<file path="src/rtl/core/multi_reader_ring_buffer_assert.svh">
// Assertion macros used by the top level of the multi-reader ring buffer.
`ifndef MULTI_READER_RING_BUFFER_ASSERT_SVH
`define MULTI_READER_RING_BUFFER_ASSERT_SVH

// Same-cycle implication, checked on every rising clock edge outside reset.
`define MRRB_CHK_NOW(lbl, ante, cons) \
lbl: assert property (@(posedge clk) disable iff (!arst_n) (ante) |-> (cons)) \
else $error("multi_reader_ring_buffer: same-cycle check failed");

// Next-cycle implication, checked on every rising clock edge outside reset.
`define MRRB_CHK_NEXT(lbl, ante, cons) \
lbl: assert property (@(posedge clk) disable iff (!arst_n) (ante) |=> (cons)) \
else $error("multi_reader_ring_buffer: next-cycle check failed");

`endif

</file>
<file path="src/rtl/core/mrrb_pkg.sv">
// Package with constants, types and codes of the multi-reader ring buffer.
`default_nettype none
package mrrb_pkg;
	localparam int BUF_DEPTH      = 65536;
	localparam int ADDR_W         = $clog2(BUF_DEPTH);
	localparam int SIZE_W         = ADDR_W + 1;
	localparam int NUM_READERS    = 8;
	localparam int SEL_W          = 3;
	localparam int MAX_READ_BYTES = 512;
	localparam int LEN_W          = 10;
	localparam int BYTES_PER_WORD = 8;
	localparam int LANE_W         = $clog2(BYTES_PER_WORD);
	localparam int CNT_W          = 4;

	localparam logic [1:0] OP_WRITE = 2'd0;
	localparam logic [1:0] OP_READ  = 2'd1;
	localparam logic [1:0] OP_RESET = 2'd2;

	typedef enum logic [1:0] {
		RS_DATA  = 2'd0,
		RS_FIRST = 2'd1,
		RS_NONE  = 2'd2,
		RS_ZERO  = 2'd3
	} rd_status_t;

	typedef enum logic [2:0] {
		ST_IDLE,
		ST_EVAL,
		ST_DIV,
		ST_LEN,
		ST_RD,
		ST_CAP,
		ST_EMIT,
		ST_STAT
	} ctrl_state_t;

	typedef struct packed {
		logic [1:0]       op;
		logic [7:0]       wr_byte;
		logic             wr_last;
		logic [SEL_W-1:0] reader_sel;
		logic [LEN_W-1:0] req_size;
		logic [LEN_W-1:0] align;
	} in_item_t;

	typedef struct packed {
		logic [1:0]  status;
		logic [63:0] data_word;
		logic [3:0]  byte_count;
		logic        last;
		logic [31:0] total_count;
		logic [15:0] write_position;
	} out_item_t;

	typedef struct packed {
		logic       in_ready;
		logic       eval_load;
		logic       first_commit;
		logic       seen_upd;
		logic       div_start;
		logic       len_load;
		logic       set_stat;
		rd_status_t stat_code;
		logic       rd_issue;
		logic       cap;
		logic       emit_data;
		logic       emit_stat;
	} ctrl_cmd_t;

	typedef struct packed {
		logic read_req;
		logic is_first;
		logic no_new;
		logic al_zero;
		logic div_done;
		logic len_zero;
		logic n_full;
		logic rem_zero;
		logic out_free;
	} dp_sts_t;
endpackage
`default_nettype wire

</file>
<file path="src/rtl/core/mrrb_ctrl.sv">
// Controller state machine that sequences reads, the alignment divide and result output.
`default_nettype none
module mrrb_ctrl (
	input  logic                clk,
	input  logic                arst_n,
	input  mrrb_pkg::dp_sts_t   sts,
	output mrrb_pkg::ctrl_cmd_t cmd
);
	import mrrb_pkg::*;

	ctrl_state_t state_q;
	ctrl_state_t state_nxt;

	always_ff @(posedge clk or negedge arst_n) begin
		if (!arst_n) begin
			state_q <= ST_IDLE;
		end else begin
			state_q <= state_nxt;
		end
	end

	always_comb begin
		cmd           = '0;
		cmd.stat_code = RS_DATA;
		state_nxt     = state_q;
		unique case (state_q)
			ST_IDLE: begin
				cmd.in_ready = 1'b1;
				if (sts.read_req) begin
					state_nxt = ST_EVAL;
				end
			end
			ST_EVAL: begin
				cmd.eval_load = 1'b1;
				cmd.set_stat  = 1'b1;
				if (sts.is_first) begin
					cmd.first_commit = 1'b1;
					cmd.stat_code    = RS_FIRST;
					state_nxt        = ST_STAT;
				end else if (sts.no_new) begin
					cmd.stat_code = RS_NONE;
					state_nxt     = ST_STAT;
				end else begin
					cmd.seen_upd = 1'b1;
					if (sts.al_zero) begin
						state_nxt = ST_LEN;
					end else begin
						cmd.div_start = 1'b1;
						state_nxt     = ST_DIV;
					end
				end
			end
			ST_DIV: begin
				if (sts.div_done) begin
					state_nxt = ST_LEN;
				end
			end
			ST_LEN: begin
				cmd.len_load = 1'b1;
				if (sts.len_zero) begin
					cmd.set_stat  = 1'b1;
					cmd.stat_code = RS_ZERO;
					state_nxt     = ST_STAT;
				end else begin
					state_nxt = ST_RD;
				end
			end
			ST_RD: begin
				cmd.rd_issue = 1'b1;
				state_nxt    = ST_CAP;
			end
			ST_CAP: begin
				cmd.cap = 1'b1;
				if (sts.n_full || sts.rem_zero) begin
					state_nxt = ST_EMIT;
				end else begin
					state_nxt = ST_RD;
				end
			end
			ST_EMIT: begin
				if (sts.out_free) begin
					cmd.emit_data = 1'b1;
					state_nxt     = sts.rem_zero ? ST_IDLE : ST_RD;
				end
			end
			ST_STAT: begin
				if (sts.out_free) begin
					cmd.emit_stat = 1'b1;
					state_nxt     = ST_IDLE;
				end
			end
			default: begin
				state_nxt = ST_IDLE;
			end
		endcase
	end
endmodule
`default_nettype wire

</file>
<file path="config.mk">
export PLATFORM = sky130hd
export DESIGN_NAME = mrrb_ctrl
export DESIGN_NICKNAME = d
export VERILOG_FILES = /design/src/rtl/core/multi_reader_ring_buffer_assert.svh /design/src/rtl/core/mrrb_pkg.sv /design/src/rtl/core/mrrb_ctrl.sv
export SDC_FILE = /design/constraint.sdc
export NUM_CORES = 1
export LEC_CHECK = 0
export ABC_CLOCK_PERIOD_IN_PS = 1890
export BUFFER_PORTS_ARGS = -buffer_cell sky130_fd_sc_hd__buf_2
export CAP_MARGIN = 20
export CORE_AREA = 2 2 39 41
export CTS_CLUSTER_DIAMETER = 60
export DETAILED_ROUTE_END_ITERATION = 10
export DIE_AREA = 0 0 41 43
export GPL_ROUTABILITY_DRIVEN = 0
export PLACE_DENSITY_LB_ADDON = 0.3
export SLEW_MARGIN = 20
export SYNTH_ARGS = -nofsm -noshare
export SYNTH_HDL_FRONTEND = slang
export SYNTH_SLANG_ARGS = --single-unit
</file>
<file path="constraint.sdc">
create_clock -name clk -period 1.89 [get_ports clk]
set_clock_uncertainty 0.1 [all_clocks]
set_input_delay 0.378 -clock clk [delete_from_list [all_inputs] [get_ports clk]]
set_output_delay 0.378 -clock clk [all_outputs]
set_load 0.1 [all_outputs]
</file>
== Word level (Yosys, flattened, before mapping) ==
Cells that the tools add are included.
Storage, ports and cells
  register bits: 3
  bits in latches: 0
  bits in writable memories: 0
  ROM bits: 0
  input port bits: 11
  output and inout port bits: 13
  word-level logic and storage cells: 42
  memories: 0
Cells by class
  $add $sub $neg: 0
  multipliers: 0
  div/mod/pow operators: 0
  magnitude comparators: 0
  equality and inequality tests: 11
  shifts and indexed selects: 0
  multiplexer cells: 27
  bitwise operators: 0
  reduce and logical (&&, ||, !) cells: 3
Operators with widths (count)
  3-bit 2-to-1 mux: 8
  3-bit one-hot mux with 8 select lines: 1
  3-bit == test (second input constant): 4
  2-bit 2-to-1 mux: 6
  1-bit 2-to-1 mux: 10
  2-bit != test (second input constant): 4
  3-bit by 2-bit == test with 1-bit output (second input constant): 2
  3-bit one-hot mux with 2 select lines: 1
  4-bit 2-to-1 mux: 1
  4-bit AND reduction: 1
  3-bit by 1-bit == test with 1-bit output (second input constant): 1
  3-bit logical NOT: 1
  1-bit logical OR: 1

== Logic depth before layout (Yosys ltp) ==
Gate-level depths: netlist of the first run.
  depth after elaboration: 4
  mapped depth: 5
  depth with buffers taken out: 5

== Worst setup path after synthesis of the first run ==
OpenSTA, ideal clock, no wires.
  path type: register -> output
  start point: register state_q[2]
  end point: output port cmd[9] (netlist name)
  data arrival time: 2875 ps
  required time: 1412 ps
  setup slack: -1463 ps
  cell stages (with the launch flop): 4
  path buffers: 1
  cell sequence: dfrtp_1 > buf_6 > or3_4 > nor3_1
RTL lines
  start: declaration: RTL line mrrb_ctrl.sv:11  | ctrl_state_t state_q;
  start signal: assignment: RTL line mrrb_ctrl.sv:18  | state_q <= state_nxt;
  end: declaration: RTL line mrrb_ctrl.sv:7  | output mrrb_pkg::ctrl_cmd_t cmd

==> results.py, run 1 <==
metrics = {
    "routing": {
        "postRouteAntennaNets": 0,
        "wirelength_um": 1202,
        "avgRoutedWirePerCell_um": 12.52,
        "first_iter_violations": 7,
        "vias_per_cell": 4.833,
        "vias": 464,
        "drc": 0,
        "detail_route.first_pass.iterations": 3,
    },
    "cts": {
        "cts.htree.levels": 1,
        "cts_made_buffers": 3,
        "clk_path_buf_depth": 2,
        "cts_tree": "built",
        "clockRootBuffer": "clkbuf_4",
        "clk_latency_ps": 230,
        "cts_sinks": 3,
        "path_clk_slew_ps": 40,
    },
    "finish": {
        "largest_register": "state_q",
        "drive_above_1_share_pct": 67.50,
        "final-seq-area_um2": 75.07,
        "multi_input_area_um2": 309.0,
        "largest_reg_flops": 3,
        "reg_top3": "state_q: 3 flops",
        "syn_to_final_growth_pct": 149.4,
        "fill_cells": 116,
        "final_cell_mix": "buf_12, buf_2, buf_4",
        "final_common_cell": "buf_12",
        "fin_nets": 92,
        "post-route-util_pct": 60.67,
        "n_antenna_cell": 0,
    },
    "global_route": {
        "grtUsageMet2_pct": 25.00,
        "use_met3_pct": 4.188,
        "grt.met1_usage_pct": 21.68,
        "antenna_found_initial": 0,
        "grt_pass1_vias": 456,
        "grt_busiest_layer": "met2",
        "grt_util_all_layers_pct": 16.20,
        "grt_max_degree": 16,
        "overflow": 0,
        "grt_pass1_wl_um": 1973,
    },
    "floorplanning": {
        "ioPinCount": 24,
        "die_y_um": 43,
        "core_region_area_um2": 1384,
        "num_rows": 14,
        "dieArea_um2": 1763,
        "start_util_pct": 24.32,
        "die_w_um": 41,
    },
    "worst_setup_path": {
        "cp_slowest_cell": "or3_4",
        "cp_num_buf_inv": 3,
        "path_cells": "inv_2, or3_4, inv_4, nand3b_1, nand2_4, buf_12",
        "end_kind": "output port",
        "crit_family": "simple AND/OR/NAND/NOR gates",
        "crit_arrival_ps": 1550,
        "cp_max_fo": 4,
        "worst-endpoint-required_ps": 1410,
        "worstSetupStartpointType": "flop",
        "max_stage_delay_ps": 420,
        "worstSetupPathType": "flop to output port",
    },
    "pwr": {
        "power_mw": 1.590,
        "max-vdd-ir-drop_uv": 1226,
        "total_leakage_power_nw": 0.3609,
        "p_per_area_nw_per_um2": 1894,
    },
    "yosys": {
        "ys_types": 24,
        "ys_warn_count": 0,
        "synth_top_area_cell": "dfrtp_1",
        "yosys-top-cells-area": "dfrtp_1, nand2_1, nor3_1, nor4_2, buf_6",
        "synth_top_cell_area_share_pct": 22.30,
        "synth.net_count": 58,
        "ys_ff_latch": 3,
        "ys_seq_area_share_pct": 22.30,
        "syn_area_per_cell_um2": 7.161,
        "synth_area_um2": 336.6,
        "synthCells": 47,
    },
    "timing": {
        "hold_viol_final": 0,
        "setup_ws_ps": -142.3,
        "worstMarginPinSlew_ps": 286.9,
        "slew_headroom_pct": 80.73,
        "finalMaxSlewViolations": 0,
        "setup_viol_count_final": 7,
        "finalCriticalPeriod_ps": 2032,
        "fin_crit_sh_pct": 107.5,
        "hold_slack_ps": 336.5,
        "rsz0062_at_grt": "yes",
        "finalSetupTns_ps": -550.7,
        "fmax_ghz": 0.4921,
    },
    "run_status": {
        "failed_checks": "setup timing",
        "status": "finished, violations left",
    },
    "place": {
        "dp_slack_ps": 70.10,
        "dp_hpwl_um": 894.2,
        "io_buffers": 23,
    },
    "hold_path": {
        "timing.hold.worst.class": "primary input to flop",
    },
    "flow_run": {
        "cap_violations": 0,
    },
}
## cell usage after synthesis
library cell / count
a211o_2: 1
a21oi_1: 2
a311oi_1: 1
and3_1: 1
and3b_1: 1
buf_2: 2
buf_6: 1
dfrtp_1: 3
inv_1: 1
inv_2: 3
mux2i_1: 1
nand2_1: 10
nand3b_1: 1
nor2_1: 2
nor2b_1: 1
nor3_1: 6
nor4_1: 1
nor4_2: 2
o21ai_0: 2
o21ai_1: 1
o31ai_1: 1
o32a_1: 1
or2b_1: 1
or3_4: 1
## tightest hold or removal path, cell delays in order
cell	delay, ps
buf_2	100
or2b_1	90
o21ai_1	50
## metal layers
| metal | routed length [um] | vias to the layer above |
|---|---|---|
| met4 | 0 | 0 |
| met5 | 0 | - |
| met2 | 633 | 13 |
| met3 | 59 | 0 |
| met1 | 510 | 217 |
| li1 | - | 234 |
## timing repair
action                                  CTS  global route
hold buffers                              1             0
pin swaps                                 2             2
buffers inserted                          2             3
resized for setup                         3             2
hold endpoints to repair                  3             0
endpoints found under the setup margin    6             7
## final cells by class
class / instances / area share (%)
Timing Repair Buffer: 32 / 46.20
Multi-Input combinational cell: 37 / 36.81
Sequential cell: 3 / 8.942
Clock buffer: 4 / 3.130
Inverter: 4 / 2.534
Tap cell: 16 / 2.385
## cell families (layout without fill, tap and decap cells)
| logic type | Yosys count | after routing | synth area share [%] |
|---|---|---|---|
| multiplexers | 1 | 1 | 2.974 |
| buffers and inverters | 7 | 40 | 10.78 |
| flip-flops | 3 | 3 | 22.30 |
| AO/OA/AOI/OAI | 9 | 9 | 18.22 |
| AND/OR/NAND/NOR | 27 | 27 | 45.73 |
## worst paths after layout
kind                            startpoint         end  slack [ps]  cells after the start
worst min-delay path                sts[0]  state_q[1]         340                      3
max in group asynchronous           arst_n  state_q[1]        1210                      2
min in group asynchronous           arst_n  state_q[0]         370                      2
worst max-delay path            state_q[0]      cmd[5]        -140                      6
worst min register to register  state_q[1]  state_q[0]         590                      2
worst max register to register  state_q[2]  state_q[0]         360                      5
## metrics by stage
step           area, um^2  cells
2_1_floorplan       419.2     47
3_3_place_gp        758.2     87
3_5_place_dp        758.2     87
4_1_cts             818.3     94
5_1_grt             839.6     96
6_report            839.6     96
## power by group
group / switching (mW) / total, mW / internal [mW]
registers: 0.0274 / 0.125 / 0.0974
clock network: 0.0300 / 0.109 / 0.0789
logic: 0.859 / 1.36 / 0.498
No activity file was read; power rests on OpenSTA's default activity.
==> inputs of run 2 (changes only) <==
--- a/config.mk
+++ b/config.mk
@@ -8,11 +8,12 @@
 export ABC_CLOCK_PERIOD_IN_PS = 1890
 export BUFFER_PORTS_ARGS = -buffer_cell sky130_fd_sc_hd__buf_2
 export CAP_MARGIN = 20
-export CORE_AREA = 2 2 39 41
+export CORE_AREA = 10 10 47 49
 export CTS_CLUSTER_DIAMETER = 60
 export DETAILED_ROUTE_END_ITERATION = 10
-export DIE_AREA = 0 0 41 43
+export DIE_AREA = 0 0 57 59
 export GPL_ROUTABILITY_DRIVEN = 0
+export GPL_TIMING_DRIVEN = 0
 export PLACE_DENSITY_LB_ADDON = 0.3
 export SLEW_MARGIN = 20
 export SYNTH_ARGS = -nofsm -noshare
==> results.py, run 2 (synthesized netlist as in run 1, its figures left out) <==
metrics = {
    "routing": {
        "vias": 493,
        "avgRoutedWirePerCell_um": 13.86,
        "drc": 0,
        "detail_route.first_pass.iterations": 4,
        "first_iter_violations": 7,
        "wirelength_um": 1386,
        "postRouteAntennaNets": 0,
        "vias_per_cell": 4.930,
    },
    "hold_path": {
        "worst_hold_path.num_cells": 3,
        "timing.hold.worst.class": "primary input to flop",
    },
    "finish": {
        "fin_cells": 100,
        "final_cell_mix": "buf_4, buf_2, buf_12",
        "final-seq-area_um2": 76.32,
        "final_common_cell": "buf_4",
        "n_antenna_cell": 0,
        "largest_register": "state_q",
        "post-route-util_pct": 57.05,
        "fill_cells": 132,
        "syn_to_final_growth_pct": 137.5,
        "fin_nets": 96,
        "multi_input_area_um2": 319.1,
        "reg_top3": "state_q: 3 flops",
        "drive_above_1_share_pct": 72.62,
        "largest_reg_flops": 3,
    },
    "flow_run": {
        "cap_violations": 0,
    },
    "floorplanning": {
        "start_util_pct": 24.02,
        "dieArea_um2": 3363,
        "die_w_um": 57,
        "die_y_um": 59,
        "num_rows": 14,
        "ioPinCount": 24,
        "core_region_area_um2": 1401,
    },
    "global_route": {
        "antenna_found_initial": 0,
        "grt_pass1_vias": 540,
        "overflow": 0,
        "grt_max_degree": 11,
        "grt_util_all_layers_pct": 9.174,
        "grt_pass1_wl_um": 2497,
    },
    "timing": {
        "worstMarginPinSlew_ps": 280.5,
        "rsz0062_at_grt": "yes",
        "fin_crit_sh_pct": 107.9,
        "fmax_ghz": 0.4906,
        "finalCriticalPeriod_ps": 2038,
        "setup_viol_count_final": 7,
        "finalMaxSlewViolations": 0,
        "setup_ws_ps": -148.5,
        "hold_viol_final": 0,
        "slew_headroom_pct": 81.45,
    },
    "cts": {
        "clockRootBuffer": "clkbuf_4",
        "cts.htree.levels": 1,
        "cts_sinks": 3,
        "path_clk_slew_ps": 30,
        "cts_tree": "built",
        "clk_path_buf_depth": 2,
        "cts_made_buffers": 3,
        "clk_latency_ps": 240,
    },
    "pwr": {
        "p_per_area_nw_per_um2": 1926,
        "max-vdd-ir-drop_uv": 1093,
        "total_leakage_power_nw": 0.3639,
    },
    "worst_setup_path": {
        "ff2ff_path_depth": 7,
        "worstSetupStartpointType": "flop",
        "end_kind": "output port",
        "worst-endpoint-required_ps": 1410,
        "cp_max_fo": 4,
        "crit_arrival_ps": 1560,
        "worstSetupPathType": "flop to output port",
    },
    "run_status": {
        "failed_checks": "setup timing",
        "status": "finished, violations left",
    },
    "place": {
        "io_buffers": 23,
        "dp_hpwl_um": 946.3,
        "place_inst": 86,
    },
}
==> run 2: changes by cell type in the layout (fill, tap and decap cells not counted) <==
cell     change
buf_12       -7
buf_4       +10
buf_6        +1
dfrtp_1      -1
dfrtp_2      +1
inv_2        -1
inv_4        +1
nand2_1      -2
nand2_2      +1
nand2_4      +1
==> run 2: path summary, 6_finish.rpt <==
path | slack (ps) | start | to
setup reg to reg | 110 | state_q[2] | state_q[0]
hold / removal | 340 | sts[0] | state_q[1]
min in group asynchronous | 350 | arst_n | state_q[0]
setup / recovery | -150 | state_q[2] | cmd[5]
max in group asynchronous | 1210 | arst_n | state_q[1]
hold reg to reg | 580 | state_q[0] | state_q[0]
==> run 2: report_power, final <==
group	internal, mW	total [mW]	switching [mW]
logic	0.440	1.29	0.850
registers	0.0995	0.131	0.0318
clock network	0.0794	0.117	0.0380
total	0.619	1.54	0.920
==> run 2: cell type report <==
class | count | share of cell area, %
tap | 16 | 2.504
clock buffer | 4 | 3.286
sequential | 3 | 9.546
buffer | 2 | 1.878
timing repair buffer | 34 | 39.91
multi-input combinational | 37 | 39.91
inverter | 4 | 2.973
==> run 2: routing by layer <==
layer	wire [um]	part of all wire [%]	track usage, %
met1	603	44	11.08
met2	702	51	13.80
met3	57	4.1	2.575
met4	23	1.7	6.040
met5	0	0	0
==> run 2: critical path: stages, from the launching register on <==
cell and delay (ps):
dfrtp_1 400, or3_4 460, inv_4 80, nand3b_1 110, nand2_4 100, buf_12 170
==> run 2: stage by stage <==
stage	total power [mW]	worst slack [ps]	hold WS, ps	area (um^2)	setup TNS [ps]
2_1_floorplan	0.9942	-436.9	-17.59	419.2	-3048
3_5_place_dp	1.139	-212.7	74.47	554.3	-1045
6_report	1.540	-148.5	337.2	799.5	-673.8
3_3_place_gp	1.136	-214.9	72.92	554.3	-1068
4_1_cts	1.510	-154.2	332.3	774.5	-671.5
5_1_grt	1.634	-207.8	355.0	799.5	-1021
==> run 2: timing repair <==
action / CTS / global route
endpoints found under the setup margin: 13 / 11
setup buffers: 9 / 1
hold endpoints to repair: 3 / 0
gates resized for setup: 36 / 8
hold buffers: 1 / 0
pin swaps: 2 / 3
==> inputs of run 3 (changes only) <==
--- a/config.mk
+++ b/config.mk
@@ -15,6 +15,7 @@
 export GPL_ROUTABILITY_DRIVEN = 0
 export GPL_TIMING_DRIVEN = 0
 export PLACE_DENSITY_LB_ADDON = 0.3
+export REMOVE_ABC_BUFFERS = 1
 export SLEW_MARGIN = 20
 export SYNTH_ARGS = -nofsm -noshare
 export SYNTH_HDL_FRONTEND = slang
==> results.py, run 3 (synthesized netlist as in run 1, its figures left out) <==
metrics = {
    "finish": {
        "fin_nets": 91,
        "largest_register": "state_q",
        "multi_input_area_um2": 254.0,
        "post-route-util_pct": 48.39,
        "fill_cells": 149,
        "reg_top3": "state_q: 3 flops",
        "final-seq-area_um2": 78.83,
        "syn_to_final_growth_pct": 101.5,
        "largest_reg_flops": 3,
        "final_common_cell": "buf_4",
        "final_cell_mix": "buf_4, buf_2, nand2_1",
        "n_antenna_cell": 0,
        "design_area_um2": 678.2,
        "drive_above_1_share_pct": 63.29,
    },
    "cts": {
        "cts.htree.levels": 1,
        "cts_sinks": 3,
        "cts_tree": "built",
        "clk_path_buf_depth": 2,
        "path_clk_slew_ps": 40,
        "clk_latency_ps": 250,
        "cts_made_buffers": 3,
        "clockRootBuffer": "clkbuf_4",
    },
    "worst_setup_path": {
        "ff2ff_path_depth": 6,
        "worstSetupPathType": "flop to output port",
        "end_kind": "output port",
        "worst-endpoint-required_ps": 1410,
        "cp_max_fo": 4,
        "rrSetupSlack_ps": 170,
        "rr_startpoint": "state_q[1]",
        "r2r_end": "state_q[0]",
        "worstSetupStartpointType": "flop",
        "crit_arrival_ps": 1520,
    },
    "pwr": {
        "p_clk_share_pct": 8.8,
        "p_sw_mw": 0.8544,
        "p_int_mw": 0.5379,
        "power_frac_seq_pct": 9.5,
        "p_comb_share_pct": 81.7,
        "max-vdd-ir-drop_uv": 1249,
        "total_leakage_power_nw": 0.3305,
        "swShare_pct": 61.37,
        "p_per_area_nw_per_um2": 2053,
    },
    "timing": {
        "setup_ws_ps": -104.5,
        "hold_viol_final": 0,
        "slew_headroom_pct": 81.37,
        "finalSetupTns_ps": -472.0,
        "worstMarginPinSlew_ps": 281.8,
        "finalCriticalPeriod_ps": 1994,
        "fin_crit_sh_pct": 105.5,
        "finalMaxSlewViolations": 0,
        "rsz0062_at_grt": "yes",
        "setup_viol_count_final": 7,
        "fmax_ghz": 0.5014,
    },
    "routing": {
        "first_iter_violations": 10,
        "drc": 0,
        "avgRoutedWirePerCell_um": 14.24,
        "vias": 459,
        "detail_route.first_pass.iterations": 4,
        "vias_per_cell": 4.832,
        "wirelength_um": 1353,
        "postRouteAntennaNets": 0,
    },
    "floorplanning": {
        "dieArea_um2": 3363,
        "start_util_pct": 24.02,
        "die_w_um": 57,
        "die_y_um": 59,
        "ioPinCount": 24,
        "core_region_area_um2": 1401,
        "num_rows": 14,
    },
    "place": {
        "dp_hpwl_um": 851.6,
        "io_buffers": 23,
        "post_dp_cell_area_um2": 450.4,
    },
    "global_route": {
        "antenna_found_initial": 0,
        "grt_max_degree": 14,
        "overflow": 0,
        "grt_pass1_vias": 506,
        "grt_pass1_wl_um": 2159,
        "grt_util_all_layers_pct": 7.936,
    },
    "hold_path": {
        "whs_endpoint": "state_q[1]",
        "worst_hold_path.num_cells": 3,
        "holdCritStartpoint": "sts[0]",
        "timing.hold.worst.class": "primary input to flop",
    },
    "run_status": {
        "failed_checks": "setup timing",
        "status": "finished, violations left",
    },
    "flow_run": {
        "cap_violations": 0,
    },
}
run 3: per-layer routing:
layer,track usage (%),vias to the layer above,wire length [um]
met3,2.361,2,89
li1,-,233,-
met5,0,-,0
met2,13.33,12,694
met1,8.513,212,546
met4,5.034,0,22
run 3: cell type report:
| class | count | area share (%) |
|---|---|---|
| inverter | 4 | 2.583 |
| multi-input combinational | 37 | 37.45 |
| tap | 16 | 2.952 |
| sequential | 3 | 11.62 |
| clock buffer | 4 | 3.875 |
| timing repair buffer | 31 | 41.51 |
run 3: worst max path at each step:
| stage | startpoint | end | slack (ps) | cells after the start |
|---|---|---|---|---|
| floorplan | state_q[0] | cmd[9] | -1610 | 3 |
| global placement | state_q[0] | cmd[5] | -290 | 6 |
| detailed placement | state_q[0] | cmd[5] | -300 | 6 |
| CTS | state_q[0] | cmd[5] | -80 | 6 |
| global route | state_q[0] | cmd[5] | -170 | 6 |
| finish | state_q[0] | cmd[4] | -100 | 6 |
run 3: per-stage QoR:
stage          cells  hold WS (ps)  setup WS, ps  power (mW)
2_1_floorplan     44        -17.59         -1605      0.8680
3_5_place_dp      83         75.50        -300.6       1.007
4_1_cts           95         327.1        -81.34       1.354
6_report          95         330.8        -104.5       1.392
5_1_grt           95         339.3        -173.1       1.466
3_3_place_gp      83         74.04        -289.0       1.003
run 3: critical path: stages, from the launching register on:
cell	delay, ps
dfrtp_2	360
inv_2	40
or3_4	430
inv_4	80
nand2_2	80
nand2_2	100
buf_12	170
run 3: power by group through the flow:
| stage | sequential, mW | clock [mW] | combinational, mW |
|---|---|---|---|
| after floorplan | 0.178 | 0 | 0.690 |
| after detailed placement | 0.208 | 0 | 0.799 |
| after CTS | 0.130 | 0.120 | 1.10 |
| final | 0.132 | 0.122 | 1.14 |
| after global placement | 0.205 | 0 | 0.798 |
| after global routing | 0.136 | 0.133 | 1.20 |
run 3: repair_timing:
action / in CTS / in global routing
pin swaps: 3 / 2
gates resized for setup: 35 / 8
setup endpoints to repair: 13 / 10
setup buffers: 7 / 0
hold endpoints to repair: 3 / 0
hold buffers: 1 / 0
